===== config.mk =====
export PLATFORM = sky130hd
export DESIGN_NAME = lruk_victim_sel
export DESIGN_NICKNAME = d
export VERILOG_FILES = /design/src/rtl/lruk_pkg.sv /design/src/rtl/lruk_victim_sel.sv
export SDC_FILE = /design/constraint.sdc
export NUM_CORES = 1
export LEC_CHECK = 0
export ABC_AREA = 1
export BUFFER_PORTS_ARGS = -buffer_cell sky130_fd_sc_hd__buf_2
export CAP_MARGIN = 20
export CORE_MARGIN = 4
export CORE_UTILIZATION = 53
export CTS_BUF_LIST = sky130_fd_sc_hd__clkbuf_16
export DETAILED_ROUTE_END_ITERATION = 16
export GPL_TIMING_DRIVEN = 0
export HOLD_SLACK_MARGIN = 0.05
export PLACE_DENSITY = 0.81
export SYNTH_ARGS = -nofsm -noshare
export SYNTH_HDL_FRONTEND = slang
export SYNTH_SLANG_ARGS = --single-unit

===== constraint.sdc =====
create_clock -name clock -period 3.4 [get_ports clock]
set_input_delay 0.68 -clock clock [delete_from_list [all_inputs] [get_ports clock]]
set_output_delay 0.68 -clock clock [all_outputs]
set_load 0.03 [all_outputs]

===== src/rtl/lruk_pkg.sv =====
// shared constants, codes and control structs for the lru-k frame replacer
// no dependencies; used by every module of the block by scoped names
package lruk_pkg;

   localparam int FRAME_COUNT_DEF = 64;
   localparam int MAX_K_DEF       = 8;
   localparam int STAMP_BITS_DEF  = 32;

   localparam int KIND_W      = 2;
   localparam int FRAME_W     = 8;
   localparam int STATUS_W    = 2;
   localparam int VICTIM_W    = 6;
   localparam int COUNT_W     = 7;
   localparam int K_W         = 4;
   localparam int LIMIT_W     = 7;
   localparam int CSR_DATA_W  = 7;
   localparam int CSR_INDEX_W = 1;

   localparam logic [K_W-1:0]     K_RESET     = 4'd2;
   localparam logic [LIMIT_W-1:0] LIMIT_RESET = 7'd64;

   localparam logic [KIND_W-1:0] KIND_ACCESS    = 2'd0;
   localparam logic [KIND_W-1:0] KIND_SET_EVICT = 2'd1;
   localparam logic [KIND_W-1:0] KIND_REMOVE    = 2'd2;
   localparam logic [KIND_W-1:0] KIND_EVICT     = 2'd3;

   localparam logic [STATUS_W-1:0] STATUS_DONE          = 2'd0;
   localparam logic [STATUS_W-1:0] STATUS_IGNORED       = 2'd1;
   localparam logic [STATUS_W-1:0] STATUS_NOT_EVICTABLE = 2'd2;
   localparam logic [STATUS_W-1:0] STATUS_NO_VICTIM     = 2'd3;

   localparam logic [CSR_INDEX_W-1:0] CSR_K_VALUE       = 1'd0;
   localparam logic [CSR_INDEX_W-1:0] CSR_FRAMES_IN_USE = 1'd1;

   typedef struct packed {
      logic rd_en;
      logic wr_en;
   } hist_ctl_type;

   typedef struct packed {
      logic clear;
      logic sample;
   } scan_ctl_type;

   // ring slot index bits per frame: slots are the next power of two at or above max_k, at least two
   function automatic int slot_bits(input int max_k);
      int bits;
      bits = (max_k > 1) ? $clog2(max_k) : 1;
      return bits;
   endfunction

endpackage


===== src/rtl/lruk_victim_sel.sv =====
// running best-candidate register for the eviction scan
// depends on lruk_pkg for the scan control struct
module lruk_victim_sel #(
   parameter int FRAME_COUNT = lruk_pkg::FRAME_COUNT_DEF,
   parameter int STAMP_BITS  = lruk_pkg::STAMP_BITS_DEF
) (
   input  logic                           clock,
   input  logic                           reset,
   input  lruk_pkg::scan_ctl_type         ctl,
   input  logic                           cand_inf,
   input  logic [STAMP_BITS-1:0]          cand_stamp,
   input  logic [$clog2(FRAME_COUNT)-1:0] cand_frame,
   output logic                           found,
   output logic [$clog2(FRAME_COUNT)-1:0] best_frame
);

   localparam int FRAME_BITS = $clog2(FRAME_COUNT);

   logic                  found_ff;
   logic                  found_in;
   logic                  best_inf_ff;
   logic                  best_inf_in;
   logic [STAMP_BITS-1:0] best_stamp_ff;
   logic [STAMP_BITS-1:0] best_stamp_in;
   logic [FRAME_BITS-1:0] best_frame_ff;
   logic [FRAME_BITS-1:0] best_frame_in;
   logic                  better;

   // infinite distance beats finite; within a class the older stamp wins,
   // ties keep the earlier (lower) frame
   always_comb begin
      better = !found_ff || (cand_inf && !best_inf_ff) ||
               ((cand_inf == best_inf_ff) && (cand_stamp < best_stamp_ff));
      found_in      = found_ff;
      best_inf_in   = best_inf_ff;
      best_stamp_in = best_stamp_ff;
      best_frame_in = best_frame_ff;
      if (ctl.clear) begin
         found_in = 1'b0;
      end else if (ctl.sample && better) begin
         found_in      = 1'b1;
         best_inf_in   = cand_inf;
         best_stamp_in = cand_stamp;
         best_frame_in = cand_frame;
      end
   end

   always_ff @(posedge clock) begin
      if (reset) begin
         found_ff <= 1'b0;
      end else begin
         found_ff <= found_in;
      end
      best_inf_ff   <= best_inf_in;
      best_stamp_ff <= best_stamp_in;
      best_frame_ff <= best_frame_in;
   end

   assign found      = found_ff;
   assign best_frame = best_frame_ff;

endmodule


==> out/results.tsv <==
metric	value	unit
critical path cell sequence	buf_2 > ha_1 > a21oi_1 > o21ai_0 > a21oi_2 > nand2_1 > nand2_1 > nand3_2 > a21oi_4 > buf_16	
syn avg cell area	11.49	µm²
setup slack after layout	0.7323	ns
cell family with most CP delay	compound AO/OA/AOI/OAI gates	
layout cells sized above 1	28.45	%
clock-pin slew on the worst setup and hold paths	0.06	ns
Setup-failing EPs final	0	
initial antenna violation count	0	
Tcrit/Tclk final	78.46	%
relative slew slack	46.17	%
Via density	4.923	
Reg2Reg Capture Point	best_stamp_ff[16]$_DFFE_PP_	
Critical Path Source Type	input port	
post-CTS setup buffers	0	
initial core utilization	55.96	%
final net count	313	
total track usage	16.59	%
final std cells w/o fill	287	
Remaining DRCs	0	
Port Buffers	49	
Wirelength per Cell	13.53	µm
Max Slew Vio Count	0	
Die W	70.64	µm
routed vias	1413	
CTS max path bufs	2	
PD cells	479.0	nW/µm²
Synth Instances	181	
number of diodes	0	
largest family of logic cells by synthesized area	adder cells	
post-synthesis sequential area ratio	57.28	%
Max Cap Viol	0	
Ports	50	
worst skew pair latency	0.27	ns
post-DP HPWL	2964	µm
Placed Cells	279	
skew final	0.001842	ns
CTS tree	built	
ANT nets after route	0	
Setup crit start	cand_stamp[11]	
Yosys reg bits	40	
RePlAce Congestion	0.7189	
f_max	0.3749	GHz
grt ovf	0	
post-synthesis adder-cell area fraction	19.25	%
pre-CTS setup slack	0.4613	ns
htree depth	2	
Worst-Margin Slew	0.8056	ns
final hold slack	0.5342	ns
Ys Warns	0	
1st-pass router iterations	4	
Pleak	1.263	nW
total power	0.001239	W
CP endpoint	best_stamp_ff[16]$_DFFE_PP_	
status	complete, no violations	
CP max FO	23	
peak supply drop	411.0	µV
TritonCTS Buffers	5	
R2R depth	12	
critical path depth in cells	10	
Clock Tree Root	clkbuf_16	
WL final	3884	µm
hold crit path type	flip-flop to flip-flop	
Die Y-Extent	70.64	µm
Simple-Gate Fraction of Synth Area	9.807	%
largest net degree at the start of global routing	24	
Initial DRC Count	89	
Final Critical Period	2.668	ns
post-synthesis mux area share	0	%
CP Data Required Time	3.38	ns
# clock sinks	40	
crit path kind	input port to flip-flop	
Post-CTS Resized	0	
Crit path top cell by count	nand2_1	
first-pass GRT wire length	6444	µm
cell area after synthesis	2079	µm²
critical path arrival	2.65	ns
post-synth cell types	19	
Mapped Nets	256	
vias in the first global route	1449	
xor/xnor share of the synthesized area	0	%
area delta synth->final	24.43	%
total core area	3716	µm²
Die Area	4990	µm²
CTS Hold Bufs	0	
r2r setup slk	0.91	ns
reg2reg start	best_stamp_ff[5]$_DFFE_PP_	
RSZ-0062 raised after global routing	false	
Synth Area in Compound Gates	6.258	%
final hold vios	0	
nature of the critical path endpoint	flip-flop	
Site Rows	22	
CP max stage cell	a21oi_4	
Max stage delay on crit path	0.66	ns
WP buf/inv	2	
worst min-delay path: cells and delay by family (launching register included):
kind	cells	cell delay, ns
flops	1	0.34
simple gates	2	0.15
routing by layer:
layer | share of wire, % | up-vias | GRT usage (%)
met4 | 1.3 | 0 | 3.758
met1 | 39 | 641 | 17.71
met3 | 6.4 | 6 | 4.972
met2 | 54 | 45 | 31.91
li1 | - | 721 | -
met5 | 0 | - | 0
how the worst min path moves through the flow:
stage / start / endpoint / slack [ns] / depth (start not counted)
5_1_grt: found$_SDFFE_PP0P_ / found$_SDFFE_PP0P_ / 0.55 / 2
6_report: found$_SDFFE_PP0P_ / found$_SDFFE_PP0P_ / 0.53 / 2
2_1_floorplan: found$_SDFFE_PP0P_ / found$_SDFFE_PP0P_ / 0.62 / 2
4_1_cts: found$_SDFFE_PP0P_ / found$_SDFFE_PP0P_ / 0.53 / 2
3_5_place_dp: found$_SDFFE_PP0P_ / found$_SDFFE_PP0P_ / 0.52 / 2
3_3_place_gp: found$_SDFFE_PP0P_ / found$_SDFFE_PP0P_ / 0.52 / 2
layout make-up:
| cell class | instances | area, µm² |
|---|---|---|
| Timing Repair Buffer | 50 | 272.8 |
| Inverter | 41 | 153.9 |
| Sequential cell | 40 | 1191 |
| Clock buffer | 5 | 125.1 |
| Clock inverter | 3 | 42.54 |
| Tap cell | 48 | 60.06 |
| Fill cell | 289 | 1129 |
| Multi-Input combinational cell | 100 | 742.0 |
through the flow:
step	instance area [µm²]	TNS, ns	utilization, %
after floorplan	2079	0	-
after global placement	2385	-12.84	64.18
after detailed placement	2420	0	65.12
after CTS	2587	0	69.63
after global routing	2587	0	69.63
final	2587	0	69.63
flip-flops by register name, summed over array words and instances, names as in the netlist:
| register | count |
|---|---|
| best_stamp_ff | 32 |
| best_frame | 6 |
| found | 1 |
| best_inf_ff | 1 |
kinds of logic after synthesis:
logic type	Yosys count
AOI/OAI and AO/OA	21
adders and majority gates	32
buffers and inverters	41
DFF	40
and+or+nand+nor	47
where the power goes:
part | switching, W | internal (W)
combinational | 0.0000830 | 0.0000618
clock | 0.000177 | 0.000344
sequential | 0.00000568 | 0.000567
cells in the mapped netlist, drive strengths merged:
cell / n / area (µm²)
nor3: 3 / 20.02
nand4: 1 / 6.260
nor4: 1 / 6.260
a21oi: 16 / 102.6
inv: 41 / 153.9
edfxtp: 39 / 1171
nand2: 30 / 115.1
dfxtp: 1 / 20.02
o21a: 1 / 7.510
nor2: 9 / 36.29
o21ai: 4 / 20.02
ha: 32 / 400.4
nand3: 3 / 20.02
cells in the final DEF (no fill, tap or decap), drive strengths merged:
cell type,netlist,layout
buf,0,50
inv,41,41
edfxtp,39,39
ha,32,32
nand2,30,30
a21oi,16,16
nor2,9,9
clkbuf,0,5
o21ai,4,4
nand3,3,3
nor3,3,3
nand4,1,1
nor4,1,1
o21a,1,1
clkinv,0,1
clkinvlp,0,1
bufinv,0,1
dfxtp,1,1
No activity file was read; power rests on OpenSTA's default activity.
